<file path="config.mk">
export PLATFORM = sky130hd
export DESIGN_NAME = tagged_bit_field_deframer_top
export DESIGN_NICKNAME = d
export VERILOG_FILES = /design/src/tbfd_pkg.sv /design/src/tagged_bit_field_deframer_top.sv /design/src/tbfd_front.sv /design/src/tbfd_queue.sv /design/src/tbfd_back.sv
export SDC_FILE = /design/constraint.sdc
export NUM_CORES = 1
export LEC_CHECK = 0
export ABC_AREA = 1
export BUFFER_PORTS_ARGS = -buffer_cell sky130_fd_sc_hd__buf_2
export CORE_MARGIN = 4
export CORE_UTILIZATION = 35
export CTS_CLUSTER_DIAMETER = 200
export DETAILED_ROUTE_END_ITERATION = 16
export PLACE_DENSITY = 0.64
export SETUP_SLACK_MARGIN = 0.15
export SKIP_CTS_REPAIR_TIMING = 1
export SYNTH_ARGS = -nofsm -noshare
export SYNTH_HDL_FRONTEND = slang
export SYNTH_SLANG_ARGS = --single-unit
</file>
<file path="constraint.sdc">
create_clock -name aclk -period 2.2 [get_ports aclk]
set_input_delay 0.11 -clock aclk [delete_from_list [all_inputs] [get_ports aclk]]
set_output_delay 0.11 -clock aclk [all_outputs]
set_load 0.1 [all_outputs]
</file>
<file path="src/tbfd_pkg.sv">
// Shared types and constants for the tagged bit-field deframer.
`default_nettype none
package tbfd_pkg;

    localparam int CALLSIGN_BYTES = 10;
    localparam int ID_BYTES       = 5;

    // Field codes; the active field register uses FIELD_IDLE when no field is selected.
    localparam logic [3:0] FIELD_DEST     = 4'd0;
    localparam logic [3:0] FIELD_SRC      = 4'd1;
    localparam logic [3:0] FIELD_DOWN     = 4'd2;
    localparam logic [3:0] FIELD_UP       = 4'd3;
    localparam logic [3:0] FIELD_DOWN_ID  = 4'd4;
    localparam logic [3:0] FIELD_UP_ID    = 4'd5;
    localparam logic [3:0] FIELD_VOIP_ID  = 4'd6;
    localparam logic [3:0] FIELD_RADIO_ID = 4'd7;
    localparam logic [3:0] FIELD_IDLE     = 4'd8;

    localparam logic [3:0] TAG_CSD1     = 4'd0;
    localparam logic [3:0] TAG_DEST     = 4'd1;
    localparam logic [3:0] TAG_CSD2     = 4'd2;
    localparam logic [3:0] TAG_DOWN     = 4'd3;
    localparam logic [3:0] TAG_SRC      = 4'd4;
    localparam logic [3:0] TAG_UP       = 4'd5;
    localparam logic [3:0] TAG_REM12    = 4'd6;
    localparam logic [3:0] TAG_REM34    = 4'd7;
    localparam logic [3:0] TAG_RESET    = 4'd15;

    localparam int QUEUE_DEPTH = 2;

    // One classified input item as it travels from the front to the back.
    typedef struct packed {
        logic       data_bit;
        logic       tag_valid;
        logic [3:0] tag_code;
        logic       tag_selects;  // The tag maps to a field.
        logic [3:0] tag_field;    // Field selected by the tag when tag_selects is set.
    } cmd_t;

endpackage
`default_nettype wire

</file>
<file path="src/tagged_bit_field_deframer_top.sv">
// Top level of the tagged bit-field deframer.
// Takes one received bit per transaction, optionally tagged with a field code, packs the
// bits first-received-as-MSB into bytes of the selected field and emits one transaction
// per completed byte with its field, value, index and a last flag. A new transaction is
// accepted every clock while the two-entry command queue has room; the back end drains
// that queue at one item per clock as long as the single output register is free or being
// taken, so the sustained rate is one item per cycle. Each input item is held in a queue
// entry until the back end takes it, and each completed byte is held in the output register.
`default_nettype none
module tagged_bit_field_deframer_top (
    input  wire logic        aclk,
    input  wire logic        aresetn,
    input  wire logic        s_tvalid,
    output logic             s_tready,
    input  wire logic [7:0]  s_tdata,   // [0] data_bit, [7:1] zero
    input  wire logic [4:0]  s_tuser,   // [0] tag_valid, [4:1] tag_code
    output logic             m_tvalid,
    input  wire logic        m_tready,
    output logic [15:0]      m_tdata,   // [7:0] byte_value, [11:8] byte_index, [15:12] zero
    output logic [2:0]       m_tuser,   // [2:0] field_id
    output logic             m_tlast    // field_last
);

    tbfd_pkg::cmd_t front_cmd, back_cmd;
    logic           front_valid, front_ready;
    logic           back_valid, back_ready;
    logic [7:0]     byte_value;
    logic [3:0]     byte_index;

    tbfd_front u_front (
        .s_tvalid  (s_tvalid),
        .s_tready  (s_tready),
        .data_bit  (s_tdata[0]),
        .tag_valid (s_tuser[0]),
        .tag_code  (s_tuser[4:1]),
        .cmd_valid (front_valid),
        .cmd_ready (front_ready),
        .cmd       (front_cmd)
    );

    tbfd_queue u_queue (
        .aclk     (aclk),
        .aresetn  (aresetn),
        .wr_valid (front_valid),
        .wr_ready (front_ready),
        .wr_cmd   (front_cmd),
        .rd_valid (back_valid),
        .rd_ready (back_ready),
        .rd_cmd   (back_cmd)
    );

    tbfd_back u_back (
        .aclk       (aclk),
        .aresetn    (aresetn),
        .cmd_valid  (back_valid),
        .cmd_ready  (back_ready),
        .cmd        (back_cmd),
        .m_tvalid   (m_tvalid),
        .m_tready   (m_tready),
        .field_id   (m_tuser),
        .byte_value (byte_value),
        .byte_index (byte_index),
        .field_last (m_tlast)
    );

    assign m_tdata = {4'd0, byte_index, byte_value};

endmodule
`default_nettype wire

</file>
<file path="src/tbfd_front.sv">
// Front end: accepts input transactions and classifies the tag into a field command.
`default_nettype none
module tbfd_front (
    input  wire logic        s_tvalid,
    output logic             s_tready,
    input  wire logic        data_bit,
    input  wire logic        tag_valid,
    input  wire logic [3:0]  tag_code,
    output logic             cmd_valid,
    input  wire logic        cmd_ready,
    output tbfd_pkg::cmd_t   cmd
);

    always_comb begin
        cmd.data_bit    = data_bit;
        cmd.tag_valid   = tag_valid;
        cmd.tag_code    = tag_code;
        cmd.tag_selects = 1'b1;
        unique case (tag_code)
            tbfd_pkg::TAG_CSD1, tbfd_pkg::TAG_DEST: cmd.tag_field = tbfd_pkg::FIELD_DEST;
            tbfd_pkg::TAG_CSD2, tbfd_pkg::TAG_DOWN: cmd.tag_field = tbfd_pkg::FIELD_DOWN;
            tbfd_pkg::TAG_SRC:   cmd.tag_field = tbfd_pkg::FIELD_SRC;
            tbfd_pkg::TAG_UP:    cmd.tag_field = tbfd_pkg::FIELD_UP;
            tbfd_pkg::TAG_REM12: cmd.tag_field = tbfd_pkg::FIELD_DOWN_ID;
            tbfd_pkg::TAG_REM34: cmd.tag_field = tbfd_pkg::FIELD_VOIP_ID;
            default: begin
                cmd.tag_field   = tbfd_pkg::FIELD_IDLE;
                cmd.tag_selects = 1'b0;
            end
        endcase
    end

    assign cmd_valid = s_tvalid;
    assign s_tready  = cmd_ready;

endmodule
`default_nettype wire

</file>
<file path="src/tbfd_queue.sv">
// Short command queue between the front end and the back end.
`default_nettype none
module tbfd_queue (
    input  wire logic            aclk,
    input  wire logic            aresetn,
    input  wire logic            wr_valid,
    output logic                 wr_ready,
    input  wire tbfd_pkg::cmd_t  wr_cmd,
    output logic                 rd_valid,
    input  wire logic            rd_ready,
    output tbfd_pkg::cmd_t       rd_cmd
);

    localparam int PtrW = $clog2(tbfd_pkg::QUEUE_DEPTH);
    localparam int CntW = $clog2(tbfd_pkg::QUEUE_DEPTH + 1);

    tbfd_pkg::cmd_t entry_reg [tbfd_pkg::QUEUE_DEPTH];
    logic [PtrW-1:0] wr_ptr_reg, wr_ptr_next;
    logic [PtrW-1:0] rd_ptr_reg, rd_ptr_next;
    logic [CntW-1:0] count_reg, count_next;
    logic            push, pop;

    assign wr_ready = (count_reg != CntW'(tbfd_pkg::QUEUE_DEPTH));
    assign rd_valid = (count_reg != '0);
    assign rd_cmd   = entry_reg[rd_ptr_reg];
    assign push     = wr_valid && wr_ready;
    assign pop      = rd_valid && rd_ready;

    always_comb begin
        wr_ptr_next = wr_ptr_reg;
        rd_ptr_next = rd_ptr_reg;
        count_next  = count_reg;
        if (push) begin
            wr_ptr_next = (wr_ptr_reg == PtrW'(tbfd_pkg::QUEUE_DEPTH - 1)) ? '0
                                                                           : wr_ptr_reg + 1'b1;
        end
        if (pop) begin
            rd_ptr_next = (rd_ptr_reg == PtrW'(tbfd_pkg::QUEUE_DEPTH - 1)) ? '0
                                                                           : rd_ptr_reg + 1'b1;
        end
        if (push && !pop) begin
            count_next = count_reg + 1'b1;
        end else if (pop && !push) begin
            count_next = count_reg - 1'b1;
        end
    end

    always_ff @(posedge aclk) begin
        if (!aresetn) begin
            wr_ptr_reg <= '0;
            rd_ptr_reg <= '0;
            count_reg  <= '0;
        end else begin
            wr_ptr_reg <= wr_ptr_next;
            rd_ptr_reg <= rd_ptr_next;
            count_reg  <= count_next;
        end
    end

    always_ff @(posedge aclk) begin
        if (push) begin
            entry_reg[wr_ptr_reg] <= wr_cmd;
        end
    end

endmodule
`default_nettype wire

</file>
<file path="src/tbfd_back.sv">
// Back end: field selection, bit packing, byte counting and the output register.
`default_nettype none
module tbfd_back (
    input  wire logic            aclk,
    input  wire logic            aresetn,
    input  wire logic            cmd_valid,
    output logic                 cmd_ready,
    input  wire tbfd_pkg::cmd_t  cmd,
    output logic                 m_tvalid,
    input  wire logic            m_tready,
    output logic [2:0]           field_id,
    output logic [7:0]           byte_value,
    output logic [3:0]           byte_index,
    output logic                 field_last
);

    logic [3:0] active_field_reg, active_field_next;
    logic [3:0] last_tag_reg, last_tag_next;
    logic [2:0] bit_pos_reg, bit_pos_next;
    logic [3:0] byte_pos_reg, byte_pos_next;
    logic [7:0] partial_reg, partial_next;

    logic       out_valid_reg, out_valid_next;
    logic [2:0] out_field_reg, out_field_next;
    logic [7:0] out_byte_reg, out_byte_next;
    logic [3:0] out_index_reg, out_index_next;
    logic       out_last_reg, out_last_next;

    logic       pop;
    logic       emit;
    logic [3:0] sel_field;
    logic [3:0] size;
    logic       done;
    logic [7:0] base_byte;

    function automatic logic [3:0] chain_field(input logic [3:0] f, input logic [3:0] tag);
        logic [3:0] r;
        r = tbfd_pkg::FIELD_IDLE;
        if (tag == tbfd_pkg::TAG_CSD1 && f == tbfd_pkg::FIELD_DEST) begin
            r = tbfd_pkg::FIELD_SRC;
        end else if (tag == tbfd_pkg::TAG_CSD2 && f == tbfd_pkg::FIELD_DOWN) begin
            r = tbfd_pkg::FIELD_UP;
        end else if (tag == tbfd_pkg::TAG_REM12 && f == tbfd_pkg::FIELD_DOWN_ID) begin
            r = tbfd_pkg::FIELD_UP_ID;
        end else if (tag == tbfd_pkg::TAG_REM34 && f == tbfd_pkg::FIELD_VOIP_ID) begin
            r = tbfd_pkg::FIELD_RADIO_ID;
        end
        return r;
    endfunction

    // An item is taken whenever the output slot is free or being drained this cycle.
    assign cmd_ready = !out_valid_reg || m_tready;
    assign pop       = cmd_valid && cmd_ready;

    always_comb begin
        active_field_next = active_field_reg;
        last_tag_next     = last_tag_reg;
        bit_pos_next      = bit_pos_reg;
        byte_pos_next     = byte_pos_reg;
        partial_next      = partial_reg;
        emit              = 1'b0;
        done              = 1'b0;
        sel_field         = active_field_reg;
        size              = 4'(tbfd_pkg::ID_BYTES);
        base_byte         = partial_reg;

        if (pop) begin
            if (cmd.tag_valid) begin
                last_tag_next = cmd.tag_code;
                byte_pos_next = '0;
                if (cmd.tag_selects) begin
                    sel_field = cmd.tag_field;
                end
            end
            active_field_next = sel_field;

            if (sel_field < tbfd_pkg::FIELD_IDLE) begin
                base_byte    = (bit_pos_reg == 3'd7) ? 8'd0 : partial_reg;
                partial_next = base_byte | (8'(cmd.data_bit) << bit_pos_reg);
                if (bit_pos_reg != 3'd0) begin
                    bit_pos_next = bit_pos_reg - 3'd1;
                end else begin
                    emit         = 1'b1;
                    bit_pos_next = 3'd7;
                    size = (sel_field < tbfd_pkg::FIELD_DOWN_ID) ? 4'(tbfd_pkg::CALLSIGN_BYTES)
                                                                 : 4'(tbfd_pkg::ID_BYTES);
                    done = ({1'b0, byte_pos_next} + 5'd1) >= {1'b0, size};
                    if (done) begin
                        active_field_next = chain_field(sel_field, last_tag_next);
                    end
                end
            end
        end
    end

    always_comb begin
        out_valid_next = out_valid_reg && !m_tready;
        out_field_next = out_field_reg;
        out_byte_next  = out_byte_reg;
        out_index_next = out_index_reg;
        out_last_next  = out_last_reg;
        if (emit) begin
            out_valid_next = 1'b1;
            out_field_next = sel_field[2:0];
            out_byte_next  = partial_next;
            out_index_next = byte_pos_next;
            out_last_next  = done;
        end
    end

    always_ff @(posedge aclk) begin
        if (!aresetn) begin
            active_field_reg <= tbfd_pkg::FIELD_IDLE;
            last_tag_reg     <= tbfd_pkg::TAG_RESET;
            bit_pos_reg      <= 3'd7;
            byte_pos_reg     <= '0;
            partial_reg      <= '0;
            out_valid_reg    <= 1'b0;
        end else begin
            active_field_reg <= active_field_next;
            last_tag_reg     <= last_tag_next;
            bit_pos_reg      <= bit_pos_next;
            // The byte position restarts after the last byte of a field.
            byte_pos_reg     <= (emit && done) ? 4'd0 : (emit ? byte_pos_next + 4'd1
                                                              : byte_pos_next);
            partial_reg      <= partial_next;
            out_valid_reg    <= out_valid_next;
        end
    end

    always_ff @(posedge aclk) begin
        out_field_reg <= out_field_next;
        out_byte_reg  <= out_byte_next;
        out_index_reg <= out_index_next;
        out_last_reg  <= out_last_next;
    end

    assign m_tvalid   = out_valid_reg;
    assign field_id   = out_field_reg;
    assign byte_value = out_byte_reg;
    assign byte_index = out_index_reg;
    assign field_last = out_last_reg;

endmodule
`default_nettype wire

</file>
# Yosys cells after proc, flatten, opt, wreduce, memory -nomap -nowiden
# Memory sizes are Yosys's and may differ from the RTL's. A register that Yosys moved wholly into a read port is not among the register bits.
# Cells that the tools add are included.
# op_classes
shifts	1
magnitude_cmp	3
n_bitwise	2
eq_ne	15
add_sub_neg	7
muxes	39
reduce_logical	26
# op_table
operator	count
$mux 4	17
$eq 4x3->1 const B	8
$mux 8	3
$pmux 4 s6	1
$eq 4x2->1 const B	4
$mux 1	14
$logic_not 4->1	3
$logic_and 1x1->1	10
$or 8x8->8	1
$reduce_or 8->1	1
$shl 1x3->8	1
$mux 3	2
$reduce_or 2->1	3
$add 4x1->5 const B	1
$ge 5x4->1	1
$add 4x1->4 const B	1
$eq 4x1->1 const B	1
$logic_not 1->1	4
$lt 4x3->1 const B	1
$lt 4x4->1 const B	1
$mux 2	2
$reduce_bool 2->1	2
$eq 3x3->1 const B	1
$reduce_bool 3->1	1
8 further kinds	9
# totals
mem_bits_rw	22
word_cells	107
memories	1
register_bits	44
output_inout_bits	22
# memory_table
memory	words	width	rd	rd_clocked_by_memory_dff	wr	line_no	text
u_queue.entry_reg	2	11	1	1	1	tbfd_queue.sv:17	tbfd_pkg::cmd_t entry_reg [tbfd_pkg::QUEUE_DEPTH];

# Depth between registers and ports, before layout
# depth
ltp_word	13
mapped_depth	20
depth_no_buf	19

# By module
# From an unflattened synthesis, not the netlist that was laid out.
# unflattened
cells_unflattened	356
area_unflattened_um2	3293.2
# by_module_without_submodules
mod	instances	cells_each	area_each_um2
tbfd_back	1	261	2108.3
tbfd_queue	1	71	1047.3
tbfd_front	1	19	103.8
tagged_bit_field_deframer_top	1	5	33.8

# Worst setup path after synthesis
# No wires, ideal clock.
# synth_path
path_kind	register -> register
from	register u_back.out_valid_reg (netlist: u_back.m_tvalid)
to	register u_queue.count_reg[1]
path_slack_ps	-219
setup_time_ps	122
path_buffers	1
arrival_ps	2297
stages_incl_launch_ff	11
period_less_slack_ps	2419
cell_sequence	dfxtp_1 inv_1 nor2_1 inv_1 o21ai_2 clkbuf_1 ha_1 a21oi_1 o21ai_0 o21ai_0 a21oi_1
# synth_between
elab_chain_len	6
elab_cells_between_ends	8
# synth_rtl
item	line_no	text
start, declared	tbfd_back.sv:23	logic out_valid_reg, out_valid_next;
start signal, assigned	tbfd_back.sv:127	out_valid_reg <= out_valid_next;
$logic_not 1->1 *	tbfd_back.sv:52	assign cmd_ready = !out_valid_reg || m_tready;
$logic_or 1x1->1 *	tbfd_back.sv:52	
$logic_and 1x1->1 *	tbfd_queue.sv:27	assign pop = rd_valid && rd_ready;
$logic_not 1->1	tbfd_queue.sv:41	if (push && !pop) begin
$logic_and 1x1->1	tbfd_queue.sv:41	
$mux 2 or $reduce_bool 2->1 (tied branches)	n/a	
end signal, assigned	tbfd_queue.sv:56	count_reg <= count_next;
end, declared	tbfd_queue.sv:20	logic [CntW-1:0] count_reg, count_next;
# Every way passes the cells marked *; elsewhere a longest branch is shown, timed or not.
# A chain may end at the register's enable or synchronous reset.

==> run_results.csv <==
group,metric,value,unit
min_path,min_path_type,"primary input to flip-flop",
power,p_int,2.71,mW
synthesis,mux_cell_area_share_after_synthesis,0,%
sta,final.setup.tns,0,ns
synthesis,synth.cell_area,3250,µm²
floorplan,die_h,104,µm
synthesis,postSynth.topFlopCell,"edfxtp_1",
sta,hold_slack,0.0125,ns
global_route,grt_antenna_before_repair,0,
clock_tree,numCtsBuffers,9,
sta,layout_setup_ws,0.0216,ns
clock_tree,clock_tree.buffer_depth,2,
sta,slew_violations,0,
power,power_frac_comb,42.1,%
synthesis,yosys_register_bits,67,
setup_path,setup.worst_path.end_class,"flip-flop",
synthesis,synthesis.instances,376,
cells_and_area,max_reg_flops,22,
global_route,grt_pass1_wl,10.7,mm
floorplan,starting_density_of_the_core,36.6,%
cells_and_area,design_area,4050,µm²
power,vdd_ir_drop_max,0.501,mV
synthesis,cell_taking_the_most_area_after_synthesis,"edfxtp_1",
synthesis,post_synthesis_simple_gate_area_fraction,25.4,%
clock_tree,root_buffer,"clkbuf_8",
power,power_switching,1.80,mW
place,place.gp.congestion,0.774,
routing,totalWireLength,6.57,mm
synthesis,synth-seq-area-share,53.0,%
floorplan,fp.coreArea,8890,µm²
power,power_dens_cells,1110,nW/µm²
global_route,grt_util_overall,12.2,%
synthesis,most_frequent_cell_after_synthesis,"nand2_1",
sta,grt_setup_unrepaired,"yes",
sta,final.period_utilization,99.0,%
power,cellLeakagePower,1.81,nW
setup_path,critical_path.most_common_cell,"nand2_4",
sta,worst_clock_skew,0.0112,ns
run,drv.max_cap_violation_count,0,
floorplan,dieArea,10900,µm²
power,switching_fraction,40.0,%
sta,max_freq,459,MHz
clock_tree,htreeDepth,3,
setup_path,cp-endpoint,"u_back.byte_pos_reg[3]$_SDFF_PP0_",
routing,vias_per_cell,4.68,
cells_and_area,filler_cell_count,857,
cells_and_area,design.final.nets,463,
synthesis,post_synth_most_frequent_cells,"107 x nand2_1, 44 x inv_1, 38 x edfxtp_1",
setup_path,cell_type_group_with_the_largest_total_delay_on_the_critical_path,"simple AND/OR/NAND/NOR gates",
setup_path,critical_path_cell_count,14,
cells_and_area,n_antenna_cell,0,
synthesis,combinational_family_with_the_most_area_after_synthesis,"simple AND/OR/NAND/NOR gates",
setup_path,cp_slowest_stage_delay,0.37,ns
setup_path,critical_path_buf_inv_count,1,
clock_tree,cts_num_sinks,67,
sta,period_minus_slack,2.18,ns
floorplan,row_count,34,
clock_tree,worst_setup_hold_path_clk_slew,0.08,ns
synthesis,synth-xor-area-share,0.539,%
power,power_frac_clock,21.4,%
routing,drt_first_pass_iters,4,
sta,timing.final.setup_violations,0,
setup_path,critPathLaunchType,"flip-flop",
setup_path,timing.critical_path.cells,"inv_6 > nand2_4 > nand2_4 > nor2_1 > ha_1 > ha_1 > a21oi_2 > nand3b_1 > nand2_1 > nand2_2 > nand2_4 > nand3_4 > nand2_4 > nor3b_2",
clock_tree,worstSkewPairLatency,0.35,ns
routing,route.antenna.remaining_nets,0,
place,dp.final_hpwl,4.52,mm
synthesis,post_synthesis_average_cell_area,8.65,µm²
cells_and_area,synthToLayoutAreaGrowth,24.5,%
routing,detailed_route_iter0_violations,92,
power,p_seq_share,36.5,%
floorplan,io-pin-count,39,
place,dp_worst_setup_slack,-0.0748,ns
setup_path,critical_path_required,2.49,ns
setup_path,cp_data_arrival_time,2.47,ns
routing,via_count,2572,
setup_path,worst-setup-path-type,"flip-flop to flip-flop",
sta,hold_violations,0,
setup_path,rrSetupSlack,0.02,ns
synthesis,synth_async_sr_flop_share,0,%
clock_tree,tritoncts,"yes",
floorplan,chipWidth,104,µm
global_route,grt_max_degree,26,
setup_path,ff2ff_path_depth,14,
setup_path,max_stage_delay_cell_worst_path,"dfxtp_4",
synthesis,synth_largest_type_area_fraction,35.1,%
setup_path,cp_max_fo,7,
synthesis,synth.lib_cells_used.distinct,32,
synthesis,complex_gate_fraction_of_the_synthesized_area,9.16,%
routing,drc_errors,0,
global_route,first_global_vias,2363,
synthesis,yosysWarnings,0,
place,postPlaceCellArea,3650,µm²
synthesis,ys_top_cells_by_area,"edfxtp_1 35%, dfxtp_1 18%, nand2_1 12%",
synthesis,synth_fa_ha_area_share,3.46,%
routing,drt-wirelength-per-cell,11.9,µm
global_route,global_route_overflow,0,
run_status,status,"finished clean",
synthesis,synth-edff-count,38,
place,io_buffers,27,
cells_and_area,drive_above_1_share,25.1,%
setup_path,crit-reg2reg-capture,"u_back.byte_pos_reg[3]$_SDFF_PP0_",
-- stage by stage --
step	power, mW	utilization, %	cells
after global placement	3.32	41.1	520
after floorplan	2.92	-	379
after global routing	4.85	45.5	550
after detailed placement	3.37	41.1	520
after CTS	4.35	43.2	536
final	4.51	45.5	550
-- how the worst min path moves through the flow --
stage | startpoint | endpoint | slack, ns | cells past startpoint
after floorplan | s_tdata[0] | u_queue.entry_reg[0][10]$_DFFE_PP_ | 0.21 | 0
after global placement | s_tuser[0] | u_queue.entry_reg[0][9]$_DFFE_PP_ | 0.30 | 1
after detailed placement | s_tdata[0] | u_queue.entry_reg[1][10]$_DFFE_PP_ | 0.30 | 1
after CTS | s_tuser[0] | u_queue.entry_reg[1][9]$_DFFE_PP_ | -0.07 | 1
after global routing | s_tuser[4] | u_queue.entry_reg[0][3]$_DFFE_PP_ | 0.001 | 1
final | s_tuser[4] | u_queue.entry_reg[0][8]$_DFFE_PP_ | 0.01 | 1
-- cell usage in the layout, fill, tap and decap left out, types with 2 or more instances in the layout --
cell type	synthesis	routed
nand3_1	18	16
a21oi_2	0	2
nand2_2	3	11
o211ai_1	6	6
inv_1	44	44
a21oi_1	11	9
nor2_1	32	31
o21ai_1	12	10
buf_2	3	27
and2_1	8	8
clkbuf_8	0	10
o31ai_2	3	2
clkinv_2	0	3
nand2_4	3	8
nand3_2	1	2
nand2_1	107	95
nand4_1	7	7
o21ai_2	1	3
o21ai_0	14	13
edfxtp_1	38	38
nand3b_1	4	4
nor2_4	1	2
conb_1	1	4
dlygate4sd3_1	0	4
buf_6	2	2
buf_4	6	27
ha_1	9	9
dfxtp_1	29	27
-- metal layers --
metal,vias up,global-route usage [%],wire (µm)
met5,-,0,0
li1,1348,-,-
met2,47,19.8,3150
met4,0,5.13,99
met1,1166,14.8,3060
met3,11,4.10,262
-- kinds of logic (layout without fill, tap and decap cells) --
kind of cell    after synthesis  count (layout)
xor+xnor                      2               2
flops                        67              67
buf+inv                      61             123
simple gates                186             187
fa+ha+maj                     9               9
other cells                   1               4
compound gates               50              50
-- final cells by class --
| class | count | area (µm²) | share of cell area, % |
|---|---|---|---|
| Clock buffer | 12 | 166 | 4.11 |
| Clock inverter | 4 | 22.5 | 0.556 |
| Inverter | 46 | 180 | 4.45 |
| Multi-Input combinational cell | 252 | 1400 | 34.5 |
| Sequential cell | 67 | 1730 | 42.7 |
| Tap cell | 108 | 135 | 3.34 |
| Timing Repair Buffer | 61 | 420 | 10.4 |
-- power by group through the flow --
stage	combinational, mW	clock, mW	sequential [mW]
global route	2.13	1.05	1.67
finish	1.90	0.966	1.65
detailed placement	1.71	0	1.65
floorplan	1.29	0	1.63
global placement	1.67	0	1.65
CTS	1.72	1.00	1.63
Note: power is estimated with default switching activity, not from simulation.
